--- src/design/sbrm_pkg.sv ---
// sbrm_pkg: shared types, constants and event codes of the seat belt row monitor.
// No dependencies; imported by every module of the block.
package sbrm_pkg;

    localparam int ROWS_DEF    = 7;
    localparam int QDEPTH_DEF  = 4;
    localparam int SEATS       = 4;
    localparam int TYPES       = 3;
    localparam int NPOS        = SEATS * TYPES;
    localparam int ROW_W       = 3;
    localparam int CNT_W       = 4;

    localparam logic [2:0] EV_REPORT     = 3'd0;
    localparam logic [2:0] EV_RAISE_BASE = 3'd1;
    localparam logic [2:0] EV_CLEAR_BASE = 3'd4;

    // one classified row report; bit position is seat * TYPES + type
    typedef struct packed {
        logic [ROW_W-1:0] rix;
        logic [NPOS-1:0]  change;
        logic [NPOS-1:0]  now;
        logic [7:0]       colours;
        logic [3:0]       seats;
        logic [3:0]       buckled;
        logic [3:0]       eff;
        logic             door;
        logic             syserr;
        logic             alarm;
        logic [CNT_W-1:0] raised_cnt;
    } job_t;

    typedef struct packed {
        logic full;
        logic empty;
    } qstat_t;

endpackage

--- src/design/seat_belt_row_monitor.sv ---
// seat_belt_row_monitor: top level joining front, queue and back of the row monitor.
// An accepted report is written into the queue; the back registers results from its head.
// A report with N changed error bits (0..12) gives N event results, then the row report,
// one result per cycle while out_stall is low; freeze and out-of-range rows are not queued.
// Reset: all error masks, live and saved pins clear, pins unfrozen, queue and output empty.
// Depends on sbrm_pkg, sbrm_front, sbrm_queue, sbrm_back.
module seat_belt_row_monitor #(
    parameter int ROWS   = sbrm_pkg::ROWS_DEF,
    parameter int QDEPTH = sbrm_pkg::QDEPTH_DEF
) (
    input  logic                      clk,
    input  logic                      rst_n,
    input  logic                      in_valid,
    output logic                      in_stall,
    input  logic                      func,
    input  logic [sbrm_pkg::ROW_W-1:0] row,
    input  logic [3:0]                seat_empty,
    input  logic [3:0]                belt_mask,
    input  logic [3:0]                status_pins,
    input  logic                      door_open,
    input  logic                      system_error,
    output logic                      out_valid,
    input  logic                      out_stall,
    output logic [2:0]                event_res,
    output logic [sbrm_pkg::ROW_W-1:0] row_index,
    output logic [1:0]                seat_index,
    output logic [7:0]                seat_colours,
    output logic [3:0]                occupied_raw,
    output logic [3:0]                buckled_bits,
    output logic [3:0]                status_used,
    output logic                      door_flag,
    output logic                      error_code,
    output logic                      unbuckled_alarm,
    output logic [sbrm_pkg::CNT_W-1:0] new_error_count,
    output logic                      last
);
    import sbrm_pkg::*;

    job_t   wjob;
    job_t   head;
    qstat_t qstat;
    logic   push;
    logic   pop;

    sbrm_front #(.ROWS(ROWS)) u_front (
        .clk          (clk),
        .rst_n        (rst_n),
        .in_valid     (in_valid),
        .in_stall     (in_stall),
        .func         (func),
        .row          (row),
        .seat_empty   (seat_empty),
        .belt_mask    (belt_mask),
        .status_pins  (status_pins),
        .door_open    (door_open),
        .system_error (system_error),
        .qstat        (qstat),
        .push         (push),
        .job          (wjob)
    );

    sbrm_queue #(.DEPTH(QDEPTH)) u_queue (
        .clk   (clk),
        .rst_n (rst_n),
        .push  (push),
        .wdata (wjob),
        .pop   (pop),
        .head  (head),
        .qstat (qstat)
    );

    sbrm_back u_back (
        .clk             (clk),
        .rst_n           (rst_n),
        .head            (head),
        .qstat           (qstat),
        .pop             (pop),
        .out_valid       (out_valid),
        .out_stall       (out_stall),
        .event_res       (event_res),
        .row_index       (row_index),
        .seat_index      (seat_index),
        .seat_colours    (seat_colours),
        .occupied_raw    (occupied_raw),
        .buckled_bits    (buckled_bits),
        .status_used     (status_used),
        .door_flag       (door_flag),
        .error_code      (error_code),
        .unbuckled_alarm (unbuckled_alarm),
        .new_error_count (new_error_count),
        .last            (last)
    );

endmodule

--- src/design/sbrm_front.sv ---
// sbrm_front: accepts input transfers, keeps per-row masks and pins, classifies reports.
// Depends on sbrm_pkg.
module sbrm_front #(
    parameter int ROWS = sbrm_pkg::ROWS_DEF
) (
    input  logic                      clk,
    input  logic                      rst_n,
    input  logic                      in_valid,
    output logic                      in_stall,
    input  logic                      func,
    input  logic [sbrm_pkg::ROW_W-1:0] row,
    input  logic [3:0]                seat_empty,
    input  logic [3:0]                belt_mask,
    input  logic [3:0]                status_pins,
    input  logic                      door_open,
    input  logic                      system_error,
    input  sbrm_pkg::qstat_t          qstat,
    output logic                      push,
    output sbrm_pkg::job_t            job
);
    import sbrm_pkg::*;

    localparam int RIX_W = (ROWS > 1) ? $clog2(ROWS) : 1;
    localparam logic [ROW_W:0] ROWS_L = (ROW_W+1)'(ROWS);

    logic [3:0] live_reg  [ROWS];
    logic [3:0] saved_reg [ROWS];
    logic [3:0] bes_reg   [ROWS];
    logic [3:0] oi_reg    [ROWS];
    logic [3:0] bi_reg    [ROWS];
    logic       frozen_reg;

    logic             accept;
    logic             row_ok;
    logic [ROW_W-1:0] rix;
    logic [RIX_W-1:0] idx;
    logic [3:0]       buckled;
    logic [3:0]       occupied;
    logic [3:0]       eff;
    logic [3:0]       now_m [TYPES];
    logic [3:0]       old_m [TYPES];
    logic [NPOS-1:0]  now_p;
    logic [NPOS-1:0]  old_p;
    logic [NPOS-1:0]  raised_p;
    logic [CNT_W-1:0] raised_cnt;
    logic [7:0]       colours;

    assign in_stall = qstat.full;
    assign accept   = in_valid && !qstat.full;
    assign row_ok   = (row != '0) && ({1'b0, row} <= ROWS_L);
    assign rix      = row - ROW_W'(1);
    assign idx      = rix[RIX_W-1:0];
    assign push     = accept && !func && row_ok;

    assign buckled  = ~belt_mask;
    assign occupied = ~seat_empty;
    assign eff      = frozen_reg ? saved_reg[idx] : status_pins;

    assign now_m[0] = buckled & seat_empty;
    assign now_m[1] = occupied & eff;
    assign now_m[2] = buckled & eff;
    assign old_m[0] = bes_reg[idx];
    assign old_m[1] = oi_reg[idx];
    assign old_m[2] = bi_reg[idx];

    always_comb
    begin
        for (int s = 0; s < SEATS; s++)
        begin
            for (int t = 0; t < TYPES; t++)
            begin
                now_p[s*TYPES+t] = now_m[t][s];
                old_p[s*TYPES+t] = old_m[t][s];
            end
            colours[2*s+1] = buckled[s];
            colours[2*s]   = ~(seat_empty[s] ^ buckled[s]);
        end
    end

    assign raised_p = now_p & ~old_p;

    always_comb
    begin
        raised_cnt = '0;
        for (int p = 0; p < NPOS; p++)
        begin
            raised_cnt = raised_cnt + CNT_W'(raised_p[p]);
        end
    end

    always_comb
    begin
        job.rix        = rix;
        job.change     = now_p ^ old_p;
        job.now        = now_p;
        job.colours    = colours;
        job.seats      = seat_empty;
        job.buckled    = buckled;
        job.eff        = eff;
        job.door       = door_open;
        job.syserr     = system_error;
        job.alarm      = |(occupied & belt_mask & ~status_pins);
        job.raised_cnt = raised_cnt;
    end

    always_ff @(posedge clk or negedge rst_n)
    begin
        if (!rst_n)
        begin
            frozen_reg <= 1'b0;
            for (int r = 0; r < ROWS; r++)
            begin
                live_reg[r]  <= '0;
                saved_reg[r] <= '0;
                bes_reg[r]   <= '0;
                oi_reg[r]    <= '0;
                bi_reg[r]    <= '0;
            end
        end
        else if (accept)
        begin
            if (func)
            begin
                if (!frozen_reg)
                begin
                    frozen_reg <= 1'b1;
                    for (int r = 0; r < ROWS; r++)
                    begin
                        saved_reg[r] <= live_reg[r];
                    end
                end
            end
            else if (row_ok)
            begin
                live_reg[idx] <= status_pins;
                bes_reg[idx]  <= now_m[0];
                oi_reg[idx]   <= now_m[1];
                bi_reg[idx]   <= now_m[2];
            end
        end
    end

endmodule

--- src/design/sbrm_queue.sv ---
// sbrm_queue: short FIFO of classified row reports between front and back.
// Depends on sbrm_pkg.
module sbrm_queue #(
    parameter int DEPTH = sbrm_pkg::QDEPTH_DEF
) (
    input  logic             clk,
    input  logic             rst_n,
    input  logic             push,
    input  sbrm_pkg::job_t   wdata,
    input  logic             pop,
    output sbrm_pkg::job_t   head,
    output sbrm_pkg::qstat_t qstat
);
    import sbrm_pkg::*;

    localparam int PTR_W = (DEPTH > 1) ? $clog2(DEPTH) : 1;
    localparam int CNT_QW = $clog2(DEPTH + 1);
    localparam logic [PTR_W-1:0]  LAST_PTR = PTR_W'(DEPTH - 1);
    localparam logic [CNT_QW-1:0] DEPTH_L  = CNT_QW'(DEPTH);

    job_t              mem_reg [DEPTH];
    logic [PTR_W-1:0]  wr_ptr_reg;
    logic [PTR_W-1:0]  rd_ptr_reg;
    logic [CNT_QW-1:0] count_reg;
    logic [CNT_QW-1:0] count_next;
    logic              do_push;
    logic              do_pop;

    assign qstat.full  = (count_reg == DEPTH_L);
    assign qstat.empty = (count_reg == '0);
    assign do_push     = push && !qstat.full;
    assign do_pop      = pop && !qstat.empty;
    assign head        = mem_reg[rd_ptr_reg];

    always_comb
    begin
        count_next = count_reg;
        if (do_push && !do_pop)
        begin
            count_next = count_reg + CNT_QW'(1);
        end
        else if (do_pop && !do_push)
        begin
            count_next = count_reg - CNT_QW'(1);
        end
    end

    always_ff @(posedge clk)
    begin
        if (do_push)
        begin
            mem_reg[wr_ptr_reg] <= wdata;
        end
    end

    always_ff @(posedge clk or negedge rst_n)
    begin
        if (!rst_n)
        begin
            wr_ptr_reg <= '0;
            rd_ptr_reg <= '0;
            count_reg  <= '0;
        end
        else
        begin
            count_reg <= count_next;
            if (do_push)
            begin
                wr_ptr_reg <= (wr_ptr_reg == LAST_PTR) ? '0 : wr_ptr_reg + PTR_W'(1);
            end
            if (do_pop)
            begin
                rd_ptr_reg <= (rd_ptr_reg == LAST_PTR) ? '0 : rd_ptr_reg + PTR_W'(1);
            end
        end
    end

    a_count_bound: assert property (@(posedge clk) disable iff (!rst_n)
        count_reg <= DEPTH_L)
        else $error("queue count above depth");

    a_push_only: assert property (@(posedge clk) disable iff (!rst_n)
        (do_push && !do_pop) |=> (count_reg == $past(count_reg) + CNT_QW'(1)))
        else $error("queue count not advanced on push");

endmodule

--- src/design/sbrm_back.sv ---
// sbrm_back: walks the change mask of the head report, emits events then the row report.
// Depends on sbrm_pkg.
module sbrm_back (
    input  logic                      clk,
    input  logic                      rst_n,
    input  sbrm_pkg::job_t            head,
    input  sbrm_pkg::qstat_t          qstat,
    output logic                      pop,
    output logic                      out_valid,
    input  logic                      out_stall,
    output logic [2:0]                event_res,
    output logic [sbrm_pkg::ROW_W-1:0] row_index,
    output logic [1:0]                seat_index,
    output logic [7:0]                seat_colours,
    output logic [3:0]                occupied_raw,
    output logic [3:0]                buckled_bits,
    output logic [3:0]                status_used,
    output logic                      door_flag,
    output logic                      error_code,
    output logic                      unbuckled_alarm,
    output logic [sbrm_pkg::CNT_W-1:0] new_error_count,
    output logic                      last
);
    import sbrm_pkg::*;

    logic [NPOS-1:0]  done_reg;
    logic             out_valid_reg;
    logic [2:0]       event_reg;
    logic [ROW_W-1:0] row_reg;
    logic [1:0]       seat_reg;
    logic [7:0]       colours_reg;
    logic [3:0]       occ_reg;
    logic [3:0]       buck_reg;
    logic [3:0]       eff_reg;
    logic             door_reg;
    logic             err_reg;
    logic             alarm_reg;
    logic [CNT_W-1:0] cnt_reg;
    logic             last_reg;

    logic             advance;
    logic [NPOS-1:0]  rem;
    logic             found;
    logic [1:0]       sel_seat;
    logic [1:0]       sel_type;
    logic             sel_now;
    logic [NPOS-1:0]  sel_bit;

    assign advance = !qstat.empty && (!out_valid_reg || !out_stall);
    assign rem     = head.change & ~done_reg;
    assign pop     = advance && (rem == '0);

    always_comb
    begin
        found    = 1'b0;
        sel_seat = '0;
        sel_type = '0;
        sel_now  = 1'b0;
        sel_bit  = '0;
        for (int s = 0; s < SEATS; s++)
        begin
            for (int t = 0; t < TYPES; t++)
            begin
                if (!found && rem[s*TYPES+t])
                begin
                    found    = 1'b1;
                    sel_seat = 2'(s);
                    sel_type = 2'(t);
                    sel_now  = head.now[s*TYPES+t];
                    sel_bit  = NPOS'(1) << (s*TYPES+t);
                end
            end
        end
    end

    always_ff @(posedge clk or negedge rst_n)
    begin
        if (!rst_n)
        begin
            done_reg      <= '0;
            out_valid_reg <= 1'b0;
        end
        else if (advance)
        begin
            out_valid_reg <= 1'b1;
            done_reg      <= found ? (done_reg | sel_bit) : '0;
        end
        else if (!out_stall)
        begin
            out_valid_reg <= 1'b0;
        end
    end

    always_ff @(posedge clk)
    begin
        if (advance)
        begin
            row_reg <= head.rix;
            if (found)
            begin
                event_reg   <= (sel_now ? EV_RAISE_BASE : EV_CLEAR_BASE) + {1'b0, sel_type};
                seat_reg    <= sel_seat;
                colours_reg <= '0;
                occ_reg     <= '0;
                buck_reg    <= '0;
                eff_reg     <= '0;
                door_reg    <= 1'b0;
                err_reg     <= 1'b0;
                alarm_reg   <= 1'b0;
                cnt_reg     <= '0;
                last_reg    <= 1'b0;
            end
            else
            begin
                event_reg   <= EV_REPORT;
                seat_reg    <= '0;
                colours_reg <= head.colours;
                occ_reg     <= head.seats;
                buck_reg    <= head.buckled;
                eff_reg     <= head.eff;
                door_reg    <= head.door;
                err_reg     <= head.syserr;
                alarm_reg   <= head.alarm;
                cnt_reg     <= head.raised_cnt;
                last_reg    <= 1'b1;
            end
        end
    end

    assign out_valid       = out_valid_reg;
    assign event_res       = event_reg;
    assign row_index       = row_reg;
    assign seat_index      = seat_reg;
    assign seat_colours    = colours_reg;
    assign occupied_raw    = occ_reg;
    assign buckled_bits    = buck_reg;
    assign status_used     = eff_reg;
    assign door_flag       = door_reg;
    assign error_code      = err_reg;
    assign unbuckled_alarm = alarm_reg;
    assign new_error_count = cnt_reg;
    assign last            = last_reg;

    a_last_is_report: assert property (@(posedge clk) disable iff (!rst_n)
        out_valid_reg |-> (last_reg == (event_reg == EV_REPORT)))
        else $error("last flag does not match row report");

    a_done_subset: assert property (@(posedge clk) disable iff (!rst_n)
        !qstat.empty |-> ((done_reg & ~head.change) == '0))
        else $error("emitted bits outside head change mask");

endmodule
--- config.mk ---
export PLATFORM = sky130hd
export DESIGN_NAME = seat_belt_row_monitor
export DESIGN_NICKNAME = d
export VERILOG_FILES = /design/src/design/sbrm_pkg.sv /design/src/design/seat_belt_row_monitor.sv /design/src/design/sbrm_front.sv /design/src/design/sbrm_queue.sv /design/src/design/sbrm_back.sv
export SDC_FILE = /design/constraint.sdc
export NUM_CORES = 1
export LEC_CHECK = 0
export BUFFER_PORTS_ARGS = -buffer_cell sky130_fd_sc_hd__buf_2
export CORE_MARGIN = 2
export CORE_UTILIZATION = 25
export CTS_CLUSTER_SIZE = 8
export DETAILED_ROUTE_END_ITERATION = 8
export GPL_TIMING_DRIVEN = 0
export HOLD_SLACK_MARGIN = 0.15
export PLACE_DENSITY = 0.35
export SLEW_MARGIN = 20
export SYNTH_ARGS = -nofsm -noshare
export SYNTH_HDL_FRONTEND = slang
export SYNTH_HIERARCHICAL = 1
export SYNTH_SLANG_ARGS = --single-unit
--- constraint.sdc ---
create_clock -name clk -period 10.8 [get_ports clk]
set_input_delay 0 -clock clk [delete_from_list [all_inputs] [get_ports clk]]
set_output_delay 0 -clock clk [all_outputs]
set_load 0.02 [all_outputs]
# Word-level counts from Yosys, hierarchy flattened
# Memory sizes are Yosys's and may differ from the RTL's.
# Cells that the tools add are included.
[totals] register_bits=197 mem_bits_rw=216 in_bits=22 output_inout_bits=38 word_cells=236 mem_count=1
[memory_table] memory="u_queue.mem_reg" words=4 word_bits=54 read_ports=1 rd_clocked_by_memory_dff=0 write_ports=1 line="sbrm_queue.sv:21" text="job_t mem_reg [DEPTH];"
[op_classes] addsub=17 order_cmp=2 n_eq_ne=4 n_mux=86 bitwise_logic=25 reduce_logical=48
[ops] cell="$bwmux W28" n=4
[ops] cell="$bmux W4 S3" n=4
[ops] cell="$mux W4" n=11
[ops] cell="$add A4 B1 Y4" n=10
[ops] cell="$mux W2" n=19
[ops] cell="$mux W1" n=34
[ops] cell="$and A12 B12 Y12" n=2
[ops] cell="$mux W12" n=2
[ops] cell="$not A12 Y12" n=2
[ops] cell="$logic_and A1 B1 Y1" n=21
[ops] cell="$and A4 B4 Y4" n=5
[ops] cell="$logic_not A1 Y1" n=18
[ops] cell="$demux W4 S3" n=1
[ops] cell="$logic_not A12 Y1" n=1
[ops] cell="$mux W3" n=4
[ops] cell="$not A4 Y4" n=3
[ops] cell="$or A12 B12 Y12" n=1
[ops] cell="$xor A12 B12 Y12" n=1
[ops] cell="$mux W11" n=1
[ops] cell="$mux W10" n=1
[ops] cell="$mux W9" n=1
[ops] cell="$mux W8" n=1
[ops] cell="$mux W7" n=1
[ops] cell="$mux W6" n=1
[ops] cell="other kinds (21)" n=33

# Longest topological paths before layout
# Gate-level depths: netlist of run 1.
[depth] ltp_word=38 ltp_mapped=21 depth_no_buf=18

# Modules after synthesis
# Netlist of run 1, hierarchy kept.
[by_module_without_submodules] mod="sbrm_queue" n_inst=1 cells_per_inst=319 area_each_um2=8265.4 seq_area_each_um2=6661.4
[by_module_without_submodules] mod="sbrm_front" n_inst=1 cells_per_inst=674 area_each_um2=7360.8 seq_area_each_um2=3528.4
[by_module_without_submodules] mod="sbrm_back" n_inst=1 cells_per_inst=181 area_each_um2=2319.7 seq_area_each_um2=1406.3

# Least setup slack after synthesis of run 1
# No wires, ideal clock.
[synth_path] path_kind="in2reg" start="in row[0] (netlist name)" end="mem u_queue/mem_reg[0][2] (netlist name), data pin" arrival_time_ns=5.137 required_time_ns=10.528 path_slack_ns=5.391 cell_stages=21 path_cell_list="buf_2 > buf_2 > inv_1 > ha_1 > buf_4 > inv_2 > clkbuf_1 > nor3_1 > a211oi_2 > a21oi_1 > ha_1 > fa_1 > inv_1 > fa_1 > inv_1 > fa_1 > fa_1 > ha_1 > inv_1 > fa_1 > xnor2_1"
[synth_lines] item="from (decl)" line="seat_belt_row_monitor.sv:16" text="input logic [sbrm_pkg::ROW_W-1:0] row,"
[synth_lines] item="to (decl)" line="sbrm_queue.sv:21"

==> run_results.csv, run 1 <==
group,metric,value,unit
status,status,"finished, final reports clean",
clock_tree,cts_tree,"built",
sta,setup_viol,0,
setup_path,cp.required,11.17,ns
drt,wl_met1,23.0,mm
setup_path,crit_slowest_cell,"clkbuf_1",
synthesis,synth_top_family_by_area,"multiplexers",
floorplanning,dieArea,0.0739,mm²
floorplanning,fp.dieH,272,µm
sta,post-route-worst-setup-slack,4.19,ns
synthesis,yosysWarnings,6,
synthesis,syn_area_per_cell,15.3,µm²
placed_design,post-dp-hpwl,34.2,mm
synthesis,netlist_area,0.0179,mm²
power_and_ir_drop,peakVddDrop,0.000111,V
floorplanning,rows,98,
drt,route.met3.wl,1.58,mm
layout,drive_above_1_share,28.0,%
synthesis,syn-num-nets,1238,
setup_path,cpMostUsedCell,"fa_1",
synthesis,synth-seq-cells,413,
sta,timing.fmax,151,MHz
power_and_ir_drop,p_leak,8.34,nW
synthesis,synth_cell_types,73,
synthesis,yosysSeqAreaShare,64.6,%
grt,grt_overflow,0,
clock_tree,clockBufferDepth,3,
drt,drt_iter0_drc,657,
drt,top_layer,"met4",
placed_design,place.gp.congestion,0.791,
grt,grt_pass1_vias,10900,
sta,period_minus_slack,6.61,ns
clock_tree,clock_latency,0.63,ns
setup_path,cp-end-kind,"flip-flop",
floorplanning,ios,60,
sta,finalSetupTns,0,ns
grt,grt_antenna_before_repair,2,
placed_design,io_buffers,56,
setup_path,critical_path_class,"input port to flip-flop",
sta,fin_crit_sh,61.2,%
clock_tree,clkTransAtPathRegs,0.05,ns
setup_path,path_max_fanout,13,
floorplanning,die_w,272,µm
min_path,holdCritPathClass,"input port to flip-flop",
clock_tree,cts_max_level,2,
synthesis,synth-simple-area-share,7.66,%
synthesis,synth_edf_count,252,
drt,wirelength,50.5,mm
synthesis,ys_async_sr_fraction,39.0,%
setup_path,worst_ep_arrival_time,6.97,ns
drt,antenna_left,0,
clock_tree,cts_made_buffers,58,
drt,num_vias,10275,
drt,dr.pass1.iters,5,
power_and_ir_drop,p_total,0.00528,W
synthesis,synth_fa_ha_area_share,3.26,%
sta,rsz0062_at_grt,"false",
run,drv_cap,0,
power_and_ir_drop,p_per_area,245,mW/mm²
floorplanning,core_area,0.0712,mm²
layout,largest_reg_flops,216,
placed_design,place_ws,3.41,ns
synthesis,synth.area.mux_share,13.6,%
clock_tree,clock_sinks,413,
setup_path,cpPeakStageDelay,0.67,ns
grt,grt_use_total,13.8,%
layout,fin_nets,1386,
synthesis,ys.flop_type,"edfxtp_1",
sta,finalClockSkew,0.0321,ns
drt,drc,0,
sta,hold_viol,0,
synthesis,synth_cells,1174,
setup_path,critical_path.cell_chain,"buf_2 > buf_2 > inv_1 > ha_1 > buf_4 > inv_2 > clkbuf_1 > nor3_1 > a211oi_2 > a21oi_1 > ha_1 > fa_1 > inv_1 > fa_1 > inv_1 > fa_1 > fa_1 > ha_1 > inv_1 > fa_1 > xnor2_1",
grt,grt_max_degree,84,
sta,slew_viol_final,0,
drt,avgRoutedWirePerCell,21.8,µm
floorplanning,start_util,25.2,%
sta,max_slew.worst_pin.slew,1.10,ns
layout,synthToLayoutAreaGrowth,20.3,%
sta,hold_ws,0.270,ns
grt,grt_pass1_wl,75.2,mm
sta,max-slew-margin-rel,26.2,%
setup_path,worstSetupStartpointType,"input port",
synthesis,synth_xor_area_share,0.335,%
drt,route.met2.wl,24.7,mm
drt,avgViaCountPerCell,4.44,
clock_tree,root_buffer,"clkbuf_16",
synthesis,synth_compound_area_share,6.99,%
[through the flow]
stage	std cells	instance area [µm²]	util, %
after floorplan	1174	17900	-
after global placement	2180	19400	27.3
after detailed placement	2188	19600	27.5
after CTS	2312	21600	30.3
after global routing	2313	21600	30.3
final	2314	21600	30.3
[kinds of logic (layout without fill, tap and decap cells)]
family	Yosys count	count (layout)
simple gates	254	254
compound gates	180	180
other cells	0	1
mux	158	158
fa+ha+maj	42	42
xor+xnor	6	6
flops	413	413
buf+inv	121	310
[metal layers]
layer | vias to the layer above | GRT usage (%)
met3 | 71 | 2.09
met5 | - | 0
met1 | 5355 | 18.6
li1 | 4682 | -
met2 | 167 | 23.0
met4 | 0 | 4.24
[cell type report]
cell class,instances,area [µm²]
well taps,950,1190
flip-flops and latches,413,11600
diodes,1,2.50
clock inverters,4,81.3
inverters,51,191
clock buffers,97,1630
multi-input cells,640,5730
fillers,7058,49600
plain buffers,70,445
repair buffers,88,731
[cell usage in the layout (no fill, tap or decap), types with 12 or more instances in the layout]
master and count:
edfxtp_1 252, dfrtp_1 161, nand2_1 105, buf_2 90
mux2_2 81, mux4_2 60, clkbuf_16 58, inv_1 49
o21ai_0 49, clkbuf_1 43, a21oi_1 38, nor2_1 37
o31ai_1 37, ha_1 34, and2_1 29, dlygate4sd3_1 23
buf_4 17, mux2i_1 15, nand2b_1 14, nor3_1 12
[Yosys cell counts, types with 4 or more instances]
cell type,number,share of area (%)
a21oi_1,38,1.1
a221o_1,6,0.33
a31oi_1,4,0.14
and2_1,29,1.0
buf_2,35,0.98
buf_4,17,0.71
buf_6,8,0.50
clkbuf_1,8,0.17
dfrtp_1,161,22
edfxtp_1,252,42
fa_1,8,0.89
ha_1,34,2.4
inv_1,49,1.0
mux2_2,81,5.1
mux2i_1,15,0.84
mux4_2,60,7.5
nand2_1,105,2.2
nand2b_1,14,0.49
nand3_1,7,0.20
nand3b_1,6,0.25
nor2_1,38,0.79
nor2b_1,6,0.21
nor2b_4,4,0.31
nor3_1,12,0.33
o2111ai_1,4,0.20
o211ai_1,4,0.17
o211ai_2,4,0.28
o21ai_0,52,1.5
o221ai_1,5,0.24
o31ai_1,37,1.5
[power by group]
group	switching, W	internal (W)
logic	0.000786	0.000591
clock network	0.000706	0.00102
registers	0.000133	0.00205
[path summary, 6_finish.rpt]
kind	startpoint	end	slack, ns	cells past startpoint
min	seat_empty[1]	u_queue/mem_reg[1][16]	0.27	3
max	row[0]	u_queue/mem_reg[1][2]	4.19	21
max reg2reg	u_front/frozen_reg	u_queue/mem_reg[1][2]	4.98	15
min reg2reg	u_front/oi_reg[22]	u_front/oi_reg[22]	0.47	2
max in group asynchronous	rst_n	u_back/done_reg[7]	9.86	4
min in group asynchronous	rst_n	u_front/saved_reg[25]	0.51	4
[critical path, delay by kind of cell]
kind                     cells  cell delay, ns
XOR/XNOR                     1            0.43
buffers and inverters        9            2.20
adder cells (fa/ha/maj)      8            3.35
AND/OR/NAND/NOR              1            0.18
AO/OA/AOI/OAI                2            0.77
[repair_timing]
item                      CTS  global route
setup buffers               0             0
resized for setup           0             0
hold endpoints to repair  320             4
hold buffers               23             1
Note: power is estimated with default switching activity, not from simulation.
==> run 2, diff against run 1 <==
==> constraint.sdc (replaced) <==
create_clock -name clk -period 6.6 [get_ports clk]
set_input_delay 0 -clock clk [delete_from_list [all_inputs] [get_ports clk]]
set_output_delay 0 -clock clk [all_outputs]
set_load 0.02 [all_outputs]
==> run 2 against run 1 <==
Core utilization is essentially flat. Design area is essentially flat. Sequential power grew 64%. Setup slack lost 3.9 ns. Critical path type unchanged. Combinational power grew 63%. Register-to-register slack lost 4.3 ns. Routed wire length is essentially flat. Count of clock-buffer cells in the layout is the same. Via count grew 0.22%. First-iteration DRC count grew 7.2%. Sequential share of layout area is essentially flat.
==> run_results.csv, run 2 (synthesized netlist as in run 1, its figures left out) <==
group,metric,value,unit
status,status,"finished, final reports clean",
power_and_ir_drop,p_leak,8.34,nW
power_and_ir_drop,seq_power_share,41.3,%
grt,grt_use_total,13.8,%
grt,grt_pass1_vias,10875,
layout,largest_reg_flops,216,
clock_tree,root_buffer,"clkbuf_16",
setup_path,worst-r2r-setup-slack,0.64,ns
power_and_ir_drop,peakVddDrop,0.000183,V
clock_tree,cts_made_buffers,58,
layout,drive_above_1_share,28.1,%
clock_tree,clkTransAtPathRegs,0.05,ns
setup_path,crit_family,"adder cells",
placed_design,post-dp-hpwl,34.2,mm
grt,grt_max_degree,84,
sta,slew_viol_final,0,
setup_path,cpPeakStageDelay,0.55,ns
setup_path,worstSetupStartpointType,"input port",
clock_tree,clock_latency,0.63,ns
power_and_ir_drop,pwr-share-comb,26.0,%
setup_path,crit_slowest_cell,"fa_1",
drt,dr.pass1.iters,5,
layout,final_cell_mix,"edfxtp_1 (252), dfrtp_1 (161), nand2_1 (105)",
floorplanning,core_area,0.0712,mm²
setup_path,startpoint,"row[0]",
sta,max_slew.worst_pin.slew,1.18,ns
sta,max-slew-margin-rel,20.5,%
sta,setup_viol,0,
floorplanning,ios,60,
run,drv_cap,0,
power_and_ir_drop,p_switching,0.00266,W
drt,drt_iter0_drc,704,
layout,final_cells,2313,
floorplanning,die_w,272,µm
sta,finalClockSkew,0.0297,ns
drt,drc,0,
grt,grt_overflow,0,
clock_tree,clockBufferDepth,3,
drt,avgViaCountPerCell,4.45,
drt,avgRoutedWirePerCell,21.8,µm
setup_path,path_max_fanout,10,
layout,fillers,7057,
sta,rsz0062_at_grt,"false",
clock_tree,clock_sinks,413,
floorplanning,rows,98,
drt,wirelength,50.5,mm
layout,synthToLayoutAreaGrowth,20.3,%
floorplanning,fp.dieH,272,µm
floorplanning,start_util,25.2,%
power_and_ir_drop,p_int,0.00598,W
setup_path,cp-end-kind,"flip-flop",
drt,antenna_left,0,
sta,fin_crit_sh,95.0,%
grt,grt_pass1_wl,75.1,mm
layout,fin_nets,1385,
clock_tree,cts_max_level,2,
placed_design,dpl.cell_count,2188,
setup_path,critical_path.cell_chain,"buf_2 > buf_2 > inv_1 > ha_1 > xnor2_2 > buf_2 > nor3_1 > a211oi_2 > a21oi_1 > ha_1 > fa_1 > inv_1 > fa_1 > inv_1 > fa_1 > fa_1 > ha_1 > inv_1 > fa_1 > xnor2_1",
floorplanning,dieArea,0.0739,mm²
layout,layout_commonest_cell,"edfxtp_1",
clock_tree,postCtsSetupRepairBufs,0,
setup_path,cpMostUsedCell,"fa_1",
clock_tree,cts_tree,"built",
sta,timing.fmax,159,MHz
placed_design,io_buffers,56,
setup_path,r2r-start,"u_front/frozen_reg",
setup_path,path_buf_inv,7,
sta,period_minus_slack,6.27,ns
sta,hold_viol,0,
min_path,holdCritPathClass,"input port to flip-flop",
power_and_ir_drop,switching_share,30.8,%
power_and_ir_drop,p_per_area,400,mW/mm²
setup_path,critical_path_class,"input port to flip-flop",
sta,hold_ws,0.269,ns
setup_path,worst_ep_arrival_time,6.63,ns
grt,grt_antenna_before_repair,2,
drt,num_vias,10298,
setup_path,cp.required,6.95,ns
power_and_ir_drop,clock_power_share,32.7,%
min_path,min_from,"seat_empty[1]",
placed_design,place.gp.congestion,0.791,
run 2: routing by layer:
| metal | GRT usage (%) | up-vias | part of all wire, % |
|---|---|---|---|
| li1 | - | 4685 | - |
| met1 | 18.6 | 5334 | 45 |
| met2 | 23.0 | 202 | 49 |
| met3 | 2.09 | 77 | 3.6 |
| met4 | 4.24 | 0 | 2.4 |
| met5 | 0 | - | 0 |
run 2: path summary, 6_finish.rpt:
path	endpoint	depth (start not counted)
setup / recovery	u_queue/mem_reg[1][2]	20
hold / removal	u_queue/mem_reg[1][16]	3
setup reg to reg	u_queue/mem_reg[1][2]	15
hold reg to reg	u_front/oi_reg[22]	2
max in group asynchronous	u_back/done_reg[7]	4
min in group asynchronous	u_front/saved_reg[25]	4
run 2: cell type report:
cell class | instances | area [µm²] | area share (%)
tap | 950 | 1190 | 5.50
clock inverter | 4 | 81.3 | 0.377
buffer | 69 | 443 | 2.05
inverter | 51 | 191 | 0.886
sequential | 413 | 11600 | 53.7
multi-input combinational | 640 | 5730 | 26.5
clock buffer | 97 | 1630 | 7.54
antenna | 1 | 2.50 | 0.0116
timing repair buffer | 88 | 731 | 3.38
run 2: power by group through the flow:
| stage | Combinational, W | Clock, W | Sequential, W |
|---|---|---|---|
| 2_1_floorplan | 0.00144 | 0 | 0.00368 |
| 3_3_place_gp | 0.00226 | 0 | 0.00363 |
| 3_5_place_dp | 0.00231 | 0 | 0.00362 |
| 4_1_cts | 0.00234 | 0.00292 | 0.00358 |
| 5_1_grt | 0.00250 | 0.00303 | 0.00363 |
| 6_report | 0.00225 | 0.00282 | 0.00357 |
run 2: worst register-to-register path, delay by kind of cell (launching register included):
kind | cells | cell delay, ns
flip-flops | 1 | 0.36
buffers and inverters | 5 | 0.54
adder cells (fa/ha/maj) | 7 | 2.97
XOR/XNOR | 1 | 0.47
AO/OA/AOI/OAI | 2 | 1.34
run 2: timing repair:
item,in CTS,in global routing
hold endpoints to repair,320,4
setup endpoints to repair,4,4
gates resized for setup,0,3
hold buffers,23,1
run 2: through the flow:
step	instance area, µm²	power (W)	utilization, %	TNS (ns)	setup WS, ns
6_report	21600	0.00864	30.3	0	0.328
5_1_grt	21600	0.00916	30.3	0	0.0296
4_1_cts	21600	0.00883	30.3	0	0.124
3_5_place_dp	19600	0.00593	27.5	-7.81	-0.788
3_3_place_gp	19400	0.00589	27.3	-42.21	-0.694
2_1_floorplan	17900	0.00513	-	0	1.19
==> run 3, diff against run 2 <==
--- a/config.mk
+++ b/config.mk
@@ -5,14 +5,14 @@
 export SDC_FILE = /design/constraint.sdc
 export NUM_CORES = 1
 export LEC_CHECK = 0
-export BUFFER_PORTS_ARGS = -buffer_cell sky130_fd_sc_hd__buf_2
 export CORE_MARGIN = 2
 export CORE_UTILIZATION = 25
 export CTS_CLUSTER_SIZE = 8
 export DETAILED_ROUTE_END_ITERATION = 8
+export DONT_BUFFER_PORTS = 1
 export GPL_TIMING_DRIVEN = 0
 export HOLD_SLACK_MARGIN = 0.15
-export PLACE_DENSITY = 0.35
+export PLACE_DENSITY = 0.34
 export SLEW_MARGIN = 20
 export SYNTH_ARGS = -nofsm -noshare
 export SYNTH_HDL_FRONTEND = slang
==> run 3 against run 2 <==
Clock power down 3%. Setup slack worse by 0.079 ns. Clock skew is 0.030 ns higher.
==> run_results.csv, run 3 (synthesized netlist as in run 1, its figures left out) <==
group,metric,value,unit
clock_tree,cts_max_level,2,
setup_path,r2r-start,"u_front/frozen_reg",
clock_tree,cts_tree,"built",
power_and_ir_drop,peakVddDrop,0.000206,V
setup_path,cp-end-kind,"flip-flop",
drt,antenna_left,0,
drt,drc,0,
drt,avgRoutedWirePerCell,22.9,µm
sta,max-slew-margin-rel,26.2,%
setup_path,worstRegToRegCells,15,
drt,num_vias,10035,
sta,post-route-worst-setup-slack,0.249,ns
grt,grt_max_degree,162,
layout,fillers,7111,
layout,synthToLayoutAreaGrowth,18.2,%
clock_tree,postCtsSetupRepairBufs,0,
power_and_ir_drop,p_per_area,401,mW/mm²
setup_path,cpMostUsedCell,"fa_1",
layout,final_cell_mix,"edfxtp_1 (252), dfrtp_1 (161), nand2_1 (105)",
sta,rsz0062_at_grt,"false",
setup_path,path_max_fanout,10,
floorplanning,rows,98,
clock_tree,clock_latency,0.64,ns
clock_tree,clkTransAtPathRegs,0.05,ns
sta,period_minus_slack,6.35,ns
sta,finalSetupTns,0,ns
sta,timing.fmax,157,MHz
layout,final_core_util,29.8,%
drt,drt_iter0_drc,581,
clock_tree,root_buffer,"clkbuf_16",
setup_path,critical_path_class,"input port to flip-flop",
floorplanning,start_util,25.2,%
status,status,"finished, final reports clean",
setup_path,cpPeakStageDelay,0.56,ns
setup_path,r2r-end,"u_queue/mem_reg[0][2]",
sta,hold_viol,0,
setup_path,worstSetupStartpointType,"input port",
sta,max_slew.worst_pin.slew,1.10,ns
floorplanning,core_area,0.0712,mm²
sta,setup_viol,0,
clock_tree,clockBufferDepth,3,
sta,slew_viol_final,0,
layout,drive_above_1_share,25.3,%
drt,dr.pass1.iters,4,
min_path,holdCritPathClass,"input port to asynchronous set/reset pin",
layout,fin_nets,1328,
grt,grt_overflow,0,
grt,grt_antenna_before_repair,0,
grt,grt_pass1_vias,10941,
power_and_ir_drop,p_int,0.00589,W
power_and_ir_drop,switching_share,30.8,%
sta,fin_crit_sh,96.2,%
layout,largest_reg_flops,216,
setup_path,worst-r2r-setup-slack,0.69,ns
sta,finalClockSkew,0.0592,ns
layout,n_antenna_cell,0,
grt,grt_use_total,14.1,%
drt,avgViaCountPerCell,4.48,
setup_path,worst_ep_arrival_time,6.70,ns
power_and_ir_drop,clock_power_share,32.2,%
placed_design,place.gp.congestion,0.797,
floorplanning,dieArea,0.0739,mm²
power_and_ir_drop,seq_power_share,43.6,%
setup_path,crit_slowest_cell,"fa_1",
layout,layout_commonest_cell,"edfxtp_1",
run,drv_cap,0,
grt,grt_pass1_wl,76.3,mm
clock_tree,clock_sinks,413,
floorplanning,fp.dieH,272,µm
power_and_ir_drop,p_leak,8.07,nW
placed_design,place_ws,-0.718,ns
clock_tree,cts_made_buffers,58,
placed_design,io_buffers,0,
drt,wirelength,51.2,mm
power_and_ir_drop,p_switching,0.00262,W
setup_path,cp.required,6.95,ns
placed_design,post-dp-hpwl,34.7,mm
floorplanning,ios,60,
setup_path,critical_path.cell_chain,"buf_2 > buf_2 > inv_1 > ha_1 > xnor2_2 > buf_2 > nor3_1 > a211oi_2 > a21oi_1 > ha_1 > fa_1 > inv_1 > fa_1 > inv_1 > fa_1 > fa_1 > ha_1 > inv_1 > fa_1 > xnor2_1",
floorplanning,die_w,272,µm
power_and_ir_drop,pwr-share-comb,24.2,%
## run 3: power groups by stage
stage | sequential, W | clock [W] | combinational (W)
floorplan | 0.00368 | 0 | 0.00144
global placement | 0.00377 | 0 | 0.00203
detailed placement | 0.00376 | 0 | 0.00209
CTS | 0.00372 | 0.00286 | 0.00214
global route | 0.00377 | 0.00295 | 0.00230
finish | 0.00371 | 0.00274 | 0.00206
## run 3: worst max path at each step
stage               slack, ns                     to                 start  depth (start not counted)
global route            0.008  u_queue/mem_reg[0][2]                row[0]                         21
CTS                      0.04  u_queue/mem_reg[0][2]                row[0]                         21
finish                   0.25  u_queue/mem_reg[0][2]                row[0]                         20
global placement        -1.14  u_queue/mem_reg[3][6]  u_queue/count_reg[0]                          6
floorplan                1.19  u_queue/mem_reg[0][2]                row[0]                         21
detailed placement      -0.72  u_queue/mem_reg[0][2]                row[0]                         21
## run 3: metal layers
layer | vias up | track usage [%] | part of all wire [%]
met2 | 159 | 23.4 | 48
met4 | 0 | 4.63 | 2.8
met5 | - | 0 | 0
met1 | 5233 | 18.9 | 46
li1 | 4563 | - | -
met3 | 80 | 2.07 | 3.1
## run 3: what timing repair did
item | CTS | global route
setup endpoints to repair | 4 | 4
resized for setup | 1 | 2
hold buffers | 23 | 0
endpoints found under the hold margin | 396 | 0
pin swaps | 0 | 0
## run 3: critical path: cells and delay by family
family,cells,cell delay (ns)
XOR/XNOR,2,0.96
AO/OA/AOI/OAI,2,0.74
adder cells (fa/ha/maj),8,3.40
AND/OR/NAND/NOR,1,0.09
buffers and inverters,7,1.47
## run 3: metrics by stage
step,hold slack (ns),power [W],instance area (µm²),instances
6_report,0.148,0.00851,21200,2238
5_1_grt,0.182,0.00901,21200,2238
4_1_cts,0.184,0.00872,21200,2239
3_5_place_dp,-0.270,0.00585,19300,2132
3_3_place_gp,-0.268,0.00580,19100,2124
2_1_floorplan,-0.296,0.00513,17900,1174
## run 3: area by class of cell
| class | instances | area, µm² | area share (%) |
|---|---|---|---|
| Multi-Input combinational cell | 640 | 5730 | 27.0 |
| Buffer | 69 | 443 | 2.09 |
| Tap cell | 950 | 1190 | 5.60 |
| Timing Repair Buffer | 31 | 418 | 1.97 |
| Inverter | 51 | 191 | 0.902 |
| Clock inverter | 4 | 95.1 | 0.448 |
| Clock buffer | 80 | 1550 | 7.32 |
| Sequential cell | 413 | 11600 | 54.6 |
